File: src/hw/rtl/utmc_pkg.sv
package utmc_pkg;

  localparam int TILE_SIZE          = 8;
  localparam int MAX_TILES_PER_SIDE = 128;
  localparam int PIX_W              = 8;
  localparam int ROW_W              = TILE_SIZE * PIX_W;
  localparam int ROW_IDX_W          = $clog2(TILE_SIZE);
  localparam int SEQ_W              = $clog2(TILE_SIZE + 1);
  localparam int TILE_IDX_W         = 14;
  localparam int RAW_CNT_W          = 15;
  localparam int TOTAL_W            = 15;
  localparam int SIDE_W             = 8;

  localparam logic [15:0] UNIFORM_FLAG = 16'h8000;

  // Register index as carried by paddr[2]
  localparam logic REG_TILES_PER_SIDE = 1'b0;

  typedef struct packed {
    logic                  uniform;
    logic [PIX_W-1:0]      value;
    logic [TILE_IDX_W-1:0] tile_idx;
    logic [RAW_CNT_W-1:0]  blk;
  } tile_desc_t;

  typedef struct packed {
    logic                 en;
    logic [ROW_IDX_W-1:0] idx;
    logic [ROW_W-1:0]     row;
    logic                 tile_end;
    tile_desc_t           desc;
  } buf_wr_t;

endpackage

File: src/hw/rtl/uniform_tile_map_compressor.sv
// Output: a tile's first word is presented once its eighth row is taken, its
//   bank marked full and the word registered; rows before the eighth give no word.
// Throughput: one row per cycle while row_ready is high; a uniform tile gives
//   one word. A raw tile drains nine words at one per cycle from the output
//   register while res_ready is high, so back-to-back raw tiles can hold
//   row_ready low; two tile banks overlap fill and drain.
// Reset (synchronous, rst high): clears counters, banks and output valid;
//   tiles_per_side returns to 128. Tile buffer contents are not cleared.
module uniform_tile_map_compressor (
  input  logic                            clk,
  input  logic                            rst,
  // configuration port
  input  logic                            psel,
  input  logic                            penable,
  input  logic                            pwrite,
  input  logic [2:0]                      paddr,
  input  logic [31:0]                     pwdata,
  output logic [31:0]                     prdata,
  output logic                            pready,
  // row input
  input  logic                            row_valid,
  output logic                            row_ready,
  input  logic [utmc_pkg::ROW_W-1:0]      row_pixels,
  // result output
  output logic                            res_valid,
  input  logic                            res_ready,
  output logic                            is_data,
  output logic [utmc_pkg::TILE_IDX_W-1:0] tile_index,
  output logic [15:0]                     table_word,
  output logic [16:0]                     raw_address,
  output logic [utmc_pkg::ROW_W-1:0]      raw_row,
  output logic                            last
);

  localparam logic [utmc_pkg::ROW_IDX_W-1:0] LAST_ROW =
    utmc_pkg::ROW_IDX_W'(utmc_pkg::TILE_SIZE - 1);
  localparam logic [utmc_pkg::SIDE_W-1:0] MAX_SIDE =
    utmc_pkg::SIDE_W'(utmc_pkg::MAX_TILES_PER_SIDE);

  // Registers
  logic [utmc_pkg::SIDE_W-1:0]     tiles_per_side;
  logic [utmc_pkg::ROW_IDX_W-1:0]  row_count;
  logic [utmc_pkg::PIX_W-1:0]      first_pixel;
  logic                            all_equal;
  logic [utmc_pkg::TILE_IDX_W-1:0] tile_count;
  logic [utmc_pkg::RAW_CNT_W-1:0]  raw_count;

  logic [utmc_pkg::TOTAL_W-1:0]    total_tiles;
  logic                            cfg_write;
  logic                            row_acc;
  logic                            tile_done;
  logic [utmc_pkg::PIX_W-1:0]      ref_pixel;
  logic                            row_uniform;
  logic                            tile_uniform;
  logic [utmc_pkg::SIDE_W-1:0]     side_eff;
  logic [2*utmc_pkg::SIDE_W-1:0]   side_sq;
  logic [utmc_pkg::TOTAL_W-1:0]    tile_count_inc;
  logic                            map_wrap;
  logic [utmc_pkg::RAW_CNT_W-1:0]  raw_count_next;
  utmc_pkg::buf_wr_t               wr;

  // APB: zero wait states, register index in paddr[2]
  assign pready    = 1'b1;
  assign cfg_write = psel && penable && pwrite && (paddr[2] == utmc_pkg::REG_TILES_PER_SIDE);
  assign prdata    = (paddr[2] == utmc_pkg::REG_TILES_PER_SIDE) ?
                     {24'b0, tiles_per_side} : '0;

  // Clamp the side to 1..MAX and square it for the map wrap compare; the
  // product follows a write at once, so a tile finished right after it
  // already sees the new map size.
  always_comb begin
    if (tiles_per_side == '0) begin
      side_eff = utmc_pkg::SIDE_W'(1);
    end else if (tiles_per_side > MAX_SIDE) begin
      side_eff = MAX_SIDE;
    end else begin
      side_eff = tiles_per_side;
    end
  end
  assign side_sq     = (2*utmc_pkg::SIDE_W)'(side_eff) * (2*utmc_pkg::SIDE_W)'(side_eff);
  assign total_tiles = utmc_pkg::TOTAL_W'(side_sq);

  always_ff @(posedge clk) begin
    if (rst) begin
      tiles_per_side <= MAX_SIDE;
    end else begin
      if (cfg_write) begin
        tiles_per_side <= pwdata[utmc_pkg::SIDE_W-1:0];
      end
    end
  end

  // Row intake: the first row of a tile supplies the reference pixel, and
  // the byte lanes check every row against it.
  assign row_acc   = row_valid && row_ready;
  assign tile_done = row_acc && (row_count == LAST_ROW);
  assign ref_pixel = (row_count == '0) ? row_pixels[utmc_pkg::PIX_W-1:0] : first_pixel;

  utmc_row_check u_row_check (
    .row         (row_pixels),
    .ref_pixel   (ref_pixel),
    .row_uniform (row_uniform)
  );

  assign tile_uniform = ((row_count == '0) || all_equal) && row_uniform;

  // Map position: wrap both counters once the last tile of the map is done
  assign tile_count_inc = utmc_pkg::TOTAL_W'(tile_count) + utmc_pkg::TOTAL_W'(1);
  assign map_wrap       = (tile_count_inc >= total_tiles);
  assign raw_count_next = tile_uniform ? raw_count : raw_count + utmc_pkg::RAW_CNT_W'(1);

  always_ff @(posedge clk) begin
    if (rst) begin
      row_count   <= '0;
      first_pixel <= '0;
      all_equal   <= 1'b1;
      tile_count  <= '0;
      raw_count   <= '0;
    end else if (row_acc) begin
      row_count   <= row_count + utmc_pkg::ROW_IDX_W'(1);
      first_pixel <= ref_pixel;
      all_equal   <= tile_done ? 1'b1 : tile_uniform;
      if (tile_done) begin
        if (map_wrap) begin
          tile_count <= '0;
          raw_count  <= '0;
        end else begin
          tile_count <= utmc_pkg::TILE_IDX_W'(tile_count_inc);
          raw_count  <= raw_count_next;
        end
      end
    end
  end

  // Hand rows and the finished tile's summary to the bank buffer
  always_comb begin
    wr               = '0;
    wr.en            = row_acc;
    wr.idx           = row_count;
    wr.row           = row_pixels;
    wr.tile_end      = tile_done;
    wr.desc.uniform  = tile_uniform;
    wr.desc.value    = ref_pixel;
    wr.desc.tile_idx = tile_count;
    wr.desc.blk      = raw_count;
  end

  utmc_emitter u_emitter (
    .clk         (clk),
    .rst         (rst),
    .wr          (wr),
    .ready       (row_ready),
    .res_valid   (res_valid),
    .res_ready   (res_ready),
    .is_data     (is_data),
    .tile_index  (tile_index),
    .table_word  (table_word),
    .raw_address (raw_address),
    .raw_row     (raw_row),
    .last        (last)
  );

  // A uniform table word always closes its tile
  a_uniform_last: assert property (@(posedge clk) disable iff (rst)
    res_valid && !is_data && table_word[15] |-> last)
    else $error("uniform table word without last");

  // A data word is last exactly when it carries the tile's final row
  a_data_last: assert property (@(posedge clk) disable iff (rst)
    res_valid && is_data |-> (last == (raw_address[2:0] == LAST_ROW)))
    else $error("last misplaced on raw rows");

  // Table words carry no pixel row
  a_table_row_zero: assert property (@(posedge clk) disable iff (rst)
    res_valid && !is_data |-> (raw_row == '0))
    else $error("table word with nonzero raw_row");

  // The row counter returns to zero after a tile's final row
  a_row_wrap: assert property (@(posedge clk) disable iff (rst)
    tile_done |=> (row_count == '0) && all_equal)
    else $error("tile state not restarted");

endmodule

File: src/hw/rtl/utmc_lane.sv
module utmc_lane (
  input  logic [utmc_pkg::PIX_W-1:0] pixel,
  input  logic [utmc_pkg::PIX_W-1:0] ref_pixel,
  output logic                       match
);

  assign match = (pixel == ref_pixel);

endmodule

File: src/hw/rtl/utmc_row_check.sv
module utmc_row_check (
  input  logic [utmc_pkg::ROW_W-1:0] row,
  input  logic [utmc_pkg::PIX_W-1:0] ref_pixel,
  output logic                       row_uniform
);

  logic [utmc_pkg::TILE_SIZE-1:0] lane_match;

  for (genvar g = 0; g < utmc_pkg::TILE_SIZE; g++) begin : g_lane
    utmc_lane u_lane (
      .pixel     (row[g*utmc_pkg::PIX_W +: utmc_pkg::PIX_W]),
      .ref_pixel (ref_pixel),
      .match     (lane_match[g])
    );
  end

  // merge: the row is uniform only if every lane matched
  assign row_uniform = &lane_match;

endmodule

File: src/hw/rtl/utmc_emitter.sv
module utmc_emitter (
  input  logic                            clk,
  input  logic                            rst,
  input  utmc_pkg::buf_wr_t               wr,
  output logic                            ready,
  output logic                            res_valid,
  input  logic                            res_ready,
  output logic                            is_data,
  output logic [utmc_pkg::TILE_IDX_W-1:0] tile_index,
  output logic [15:0]                     table_word,
  output logic [16:0]                     raw_address,
  output logic [utmc_pkg::ROW_W-1:0]      raw_row,
  output logic                            last
);

  localparam int BUF_DEPTH = 2 * utmc_pkg::TILE_SIZE;
  localparam logic [utmc_pkg::SEQ_W-1:0] LAST_SEQ = utmc_pkg::SEQ_W'(utmc_pkg::TILE_SIZE);

  logic [utmc_pkg::ROW_W-1:0] rows [BUF_DEPTH];
  utmc_pkg::tile_desc_t       desc [2];
  logic [1:0]                 bank_full;
  logic                       wr_bank;
  logic                       rd_bank;
  logic [utmc_pkg::SEQ_W-1:0] seq;

  utmc_pkg::tile_desc_t           cur;
  logic                           adv;
  logic                           emit;
  logic                           word_last;
  logic [utmc_pkg::ROW_IDX_W-1:0] rd_idx;

  assign cur       = desc[rd_bank];
  assign adv       = !res_valid || res_ready;
  assign emit      = adv && bank_full[rd_bank];
  assign word_last = cur.uniform || (seq == LAST_SEQ);
  assign rd_idx    = utmc_pkg::ROW_IDX_W'(seq - utmc_pkg::SEQ_W'(1));
  assign ready     = !bank_full[wr_bank];

  always_ff @(posedge clk) begin
    if (wr.en) begin
      rows[{wr_bank, wr.idx}] <= wr.row;
    end
    if (wr.tile_end) begin
      desc[wr_bank] <= wr.desc;
    end
  end

  always_ff @(posedge clk) begin
    if (rst) begin
      bank_full <= '0;
      wr_bank   <= 1'b0;
      rd_bank   <= 1'b0;
      seq       <= '0;
      res_valid <= 1'b0;
    end else begin
      if (wr.tile_end) begin
        bank_full[wr_bank] <= 1'b1;
        wr_bank            <= !wr_bank;
      end
      if (emit) begin
        res_valid <= 1'b1;
        if (word_last) begin
          seq                <= '0;
          bank_full[rd_bank] <= 1'b0;
          rd_bank            <= !rd_bank;
        end else begin
          seq <= seq + utmc_pkg::SEQ_W'(1);
        end
      end else if (adv) begin
        res_valid <= 1'b0;
      end
    end
  end

  always_ff @(posedge clk) begin
    if (emit) begin
      is_data    <= (seq != '0);
      tile_index <= cur.tile_idx;
      last       <= word_last;
      if (cur.uniform) begin
        table_word  <= utmc_pkg::UNIFORM_FLAG | {8'b0, cur.value};
        raw_address <= '0;
      end else begin
        table_word  <= {1'b0, cur.blk};
        raw_address <= {cur.blk[13:0], (seq == '0) ? 3'b000 : rd_idx};
      end
      raw_row <= (seq == '0) ? '0 : rows[{rd_bank, rd_idx}];
    end
  end

endmodule

File: config.mk
export PLATFORM = sky130hd
export DESIGN_NAME = uniform_tile_map_compressor
export DESIGN_NICKNAME = d
export VERILOG_FILES = /design/src/hw/rtl/utmc_pkg.sv /design/src/hw/rtl/uniform_tile_map_compressor.sv /design/src/hw/rtl/utmc_lane.sv /design/src/hw/rtl/utmc_row_check.sv /design/src/hw/rtl/utmc_emitter.sv
export SDC_FILE = /design/constraint.sdc
export NUM_CORES = 1
export LEC_CHECK = 0
export BUFFER_PORTS_ARGS = -buffer_cell sky130_fd_sc_hd__buf_2
export CELL_PAD_IN_SITES_DETAIL_PLACEMENT = 1
export CELL_PAD_IN_SITES_GLOBAL_PLACEMENT = 1
export CORE_MARGIN = 2
export CORE_UTILIZATION = 55
export DETAILED_ROUTE_END_ITERATION = 7
export PLACE_DENSITY = 0.84
export SLEW_MARGIN = 20
export SYNTH_ARGS = -nofsm -noshare
export SYNTH_HDL_FRONTEND = slang
export SYNTH_SLANG_ARGS = --single-unit
File: constraint.sdc
create_clock -name clk -period 11.45 [get_ports clk]
set_clock_uncertainty 0.15 [all_clocks]
set_input_delay 0.5725 -clock clk [delete_from_list [all_inputs] [get_ports clk]]
set_output_delay 0.5725 -clock clk [all_outputs]
set_load 0.01 [all_outputs]
==> impl_results.rst <==
.. list-table::
   :header-rows: 1

   * - Metric
     - Value
   * - Number of global-route vias before repair
     - 28200
   * - Wire length of the first global-routing pass
     - 196000 µm
   * - Number of gates given a new drive strength after cts
     - 0
   * - Share of post-route cells with drive strength above 1
     - 27.6%
   * - Worst setup margin
     - 4.42 ns
   * - Critical path fanouts, max
     - 23
   * - Setup_tns
     - 0 ns
   * - Pwr per Cell Area
     - 167 nW/µm²
   * - Part of the power in combinational logic
     - 2.5%
   * - Status
     - finished clean
   * - Worst setup timing slack at the placement stage
     - 4.47 ns
   * - All-Layer GR Usage
     - 29.0%
   * - Initial core utilization
     - 55.3%
   * - Fraction of power consumed by the clock network
     - 43.6%
   * - Maximum buffer depth of the clock tree
     - 3
   * - Core footprint
     - 91400 µm²
   * - Peak supply drop
     - 0.146 mV
   * - DP HPWL
     - 70600 µm
   * - Synth Cell Area
     - 50600 µm²
   * - Actual slew at the worst max-slew pin
     - 1.16 ns
   * - Number of cells in the design after placement
     - 3803
   * - Leak Pwr
     - 0.0190 µW
   * - Skew-Pair Late Insertion Delay
     - 0.72 ns
   * - Startpoint types
     - flip-flop
   * - Final Hold Viols
     - 0
   * - Most instantiated library cell after synthesis
     - edfxtp_1
   * - P&R area growth vs syn
     - 13.0%
   * - Via density per instance
     - 6.54
   * - Number of antenna violations at the first check in global routing
     - 22
   * - Final weighted congestion in routability-driven placement
     - 0.829
   * - Type of the tightest min-delay check
     - in -> reg
   * - Post-synthesis sequential area ratio
     - 74.0%
   * - Maximum frequency from static timing analysis
     - 142 MHz
   * - Number of buffers inserted during clock tree synthesis
     - 119
   * - DR WL/cell
     - 33.3 µm
   * - Rel. slew slack
     - 21.9%
   * - Number of clock sinks seen by CTS
     - 1266
   * - Average instance area after synthesis
     - 20.3 µm²
   * - Total count of max-transition violations in the final report
     - 0
   * - Layout filler cell count
     - 7643
   * - Cell type contributing the most total cell area after synthesis
     - edfxtp_1
   * - Number of routed nets with antenna violations
     - 0
   * - Worst Setup Path Type
     - reg -> reg
   * - H-tree depth
     - 3
   * - Final period demand of the worst path
     - 7.03 ns
   * - Top cells by instance count after synthesis
     - edfxtp_1, mux4_2, and2_1
   * - Ports
     - 254
   * - Number of enable flip-flop cells after synthesis
     - 1207
   * - CTS tree
     - built
   * - Async set-or-reset flop fraction in the synthesized netlist
     - 0%
   * - Layout Cells excl Fill
     - 4049
   * - Die boundary width
     - 307 µm
   * - Clk pin slew, worst setup/hold paths
     - 0.06 ns
   * - Endpoint class of the critical path
     - flip-flop
   * - Final worst path period share
     - 61.4%
   * - Switching fraction of total power
     - 20.8%
   * - Top_reg_cell synth
     - edfxtp_1
   * - Switching power
     - 1980 µW
   * - Largest net degree at the start of global routing
     - 170
   * - Vertical die dimension
     - 307 µm
   * - TritonRoute pass-1 iters
     - 5
   * - Critical path required time
     - 11.89 ns
   * - Count of synthesis-stage warnings from yosys
     - 0
   * - Number of vias in the routed layout
     - 26500
   * - Final core area utilization
     - 62.5%
   * - Distinct cells, synth
     - 70
   * - Wirelength, routed
     - 135000 µm
   * - Maximum Capacitance Violations
     - 0
   * - Proportion of power drawn by flip-flops and latches
     - 53.9%
   * - # rows
     - 111
   * - Setup violation total in the final timing report
     - 0
   * - Worst EP arrival
     - 7.47 ns
   * - Top area cells in the synthesized netlist
     - edfxtp_1, mux4_2, dfxtp_1
   * - Gate count of the mapped netlist
     - 2497
   * - GR Overflow Total
     - 0
   * - Total DRC errors in the routed layout
     - 0
   * - Area of the die
     - 94400 µm²
   * - Drt initial violations
     - 3124
   * - Library cell used as clock root buffer
     - clkbuf_16
   * - Internal Power
     - 7560 µW
   * - Post-synth top area share
     - 71.7%
   * - IO Port Bufs
     - 202
   * - Nets
     - 2929
   * - RSZ-0062 raised after global routing
     - false
   * - Yosys reg bits
     - 1266
==> area by class of cell <==
class	instances	area, µm²	area share (%)
Tap cell	1186	1480	2.60
Clock buffer	152	3270	5.72
Timing Repair Buffer	245	1420	2.48
Clock inverter	73	853	1.49
Antenna cell	10	25.0	0.0438
Sequential cell	1266	37400	65.5
Inverter	74	283	0.495
Multi-Input combinational cell	1043	12400	21.7
==> cells in the final DEF (no fill, tap or decap), types with 36 or more instances in the layout <==
| cell type | count |
|---|---|
| dfxtp_1 | 57 |
| nor2_1 | 68 |
| ha_1 | 49 |
| edfxtp_1 | 1207 |
| a21oi_1 | 45 |
| buf_2 | 202 |
| mux4_2 | 320 |
| nand2_1 | 73 |
| and2_1 | 82 |
| inv_1 | 71 |
| clkbuf_16 | 124 |
| conb_1 | 36 |
==> through the flow <==
| step | instance area [µm²] | total power [µW] | hold slack (ns) |
|---|---|---|---|
| 2_1_floorplan | 50700 | 5340 | 0.298 |
| 3_3_place_gp | 52900 | 5430 | 0.326 |
| 3_5_place_dp | 52900 | 5460 | 0.336 |
| 4_1_cts | 57100 | 9560 | 0.0409 |
| 5_1_grt | 57100 | 9730 | 0.0743 |
| 6_report | 57200 | 9540 | 0.0836 |
==> kinds of logic (layout without fill, tap and decap cells) <==
group,count (synthesis),in the layout,synth area share (%)
xor gates and xnor gates,35,35,0.606
DFF,1266,1266,74.0
buffers and inverters,222,544,1.93
and+or+nand+nor,382,382,4.03
adders and majority gates,74,74,2.19
muxes,369,369,15.3
other,2,46,0.0148
AOI/OAI and AO/OA,147,147,1.95
==> routing by layer <==
metal | track usage (%) | vias to the layer above | share of wire [%] | routed length, µm
li1 | - | 10600 | - | -
met1 | 37.5 | 13900 | 36 | 48700
met2 | 48.9 | 1608 | 51 | 68900
met3 | 5.31 | 355 | 8.7 | 11700
met4 | 12.5 | 20 | 4.0 | 5460
met5 | 0 | - | 0.099 | 134
==> sequential cells by signal (all words and copies together) (netlist names), 2 cells and up, named ones only <==
signal and count:
u_emitter.desc 76, tile_count 14, u_emitter.seq 4, u_emitter.table_word 11
u_emitter.raw_address 16, u_emitter.bank_full 2, first_pixel 8, u_emitter.rows 1024
u_emitter.tile_index 14, u_emitter.raw_row 64, raw_count 15, row_count 3
tiles_per_side 8
==> path summary, 6_finish.rpt <==
check / start / end / slack, ns / cells past startpoint
setup / recovery: tiles_per_side[7] / raw_count[13] / 4.42 / 25
setup reg to reg: tiles_per_side[7] / raw_count[13] / 4.42 / 25
hold / removal: row_pixels[21] / u_emitter.rows[10][21] / 0.08 / 1
hold reg to reg: raw_count[14] / u_emitter.desc[0][14] / 0.37 / 0
==> what timing repair did <==
| item | 4_1_cts | 5_1_grt |
|---|---|---|
| setup buffers | 0 | 0 |
| hold endpoints to repair | 8 | 0 |
| hold buffers | 8 | 0 |
==> power by group through the flow <==
stage               clock, µW  sequential, µW  combinational (µW)
global placement            0            5230                 206
finish                   4160            5140                 240
global route             4330            5140                 254
detailed placement          0            5230                 228
CTS                      4190            5140                 235
floorplan                   0            5230                 107
==> worst max-delay path, cell delays in order, from the launching register on <==
cell and delay [ns]:
dfxtp_1 0.46, nor2b_1 0.62, nand2_1 0.21, fa_1 0.56
inv_1 0.06, fa_1 0.54, inv_1 0.05, fa_1 0.46
fa_1 0.49, inv_1 0.04, ha_1 0.33, a21oi_1 0.17
nand2_1 0.09, a41oi_1 0.28, nand2b_1 0.10, xnor2_1 0.20
ha_1 0.29, a21o_1 0.19, a21o_1 0.17, a21oi_1 0.22
o21ai_1 0.12, buf_4 0.24, nor2_1 0.12, buf_4 0.30
nand4_1 0.18, o32ai_1 0.27
(Power assumes the default switching activity.)
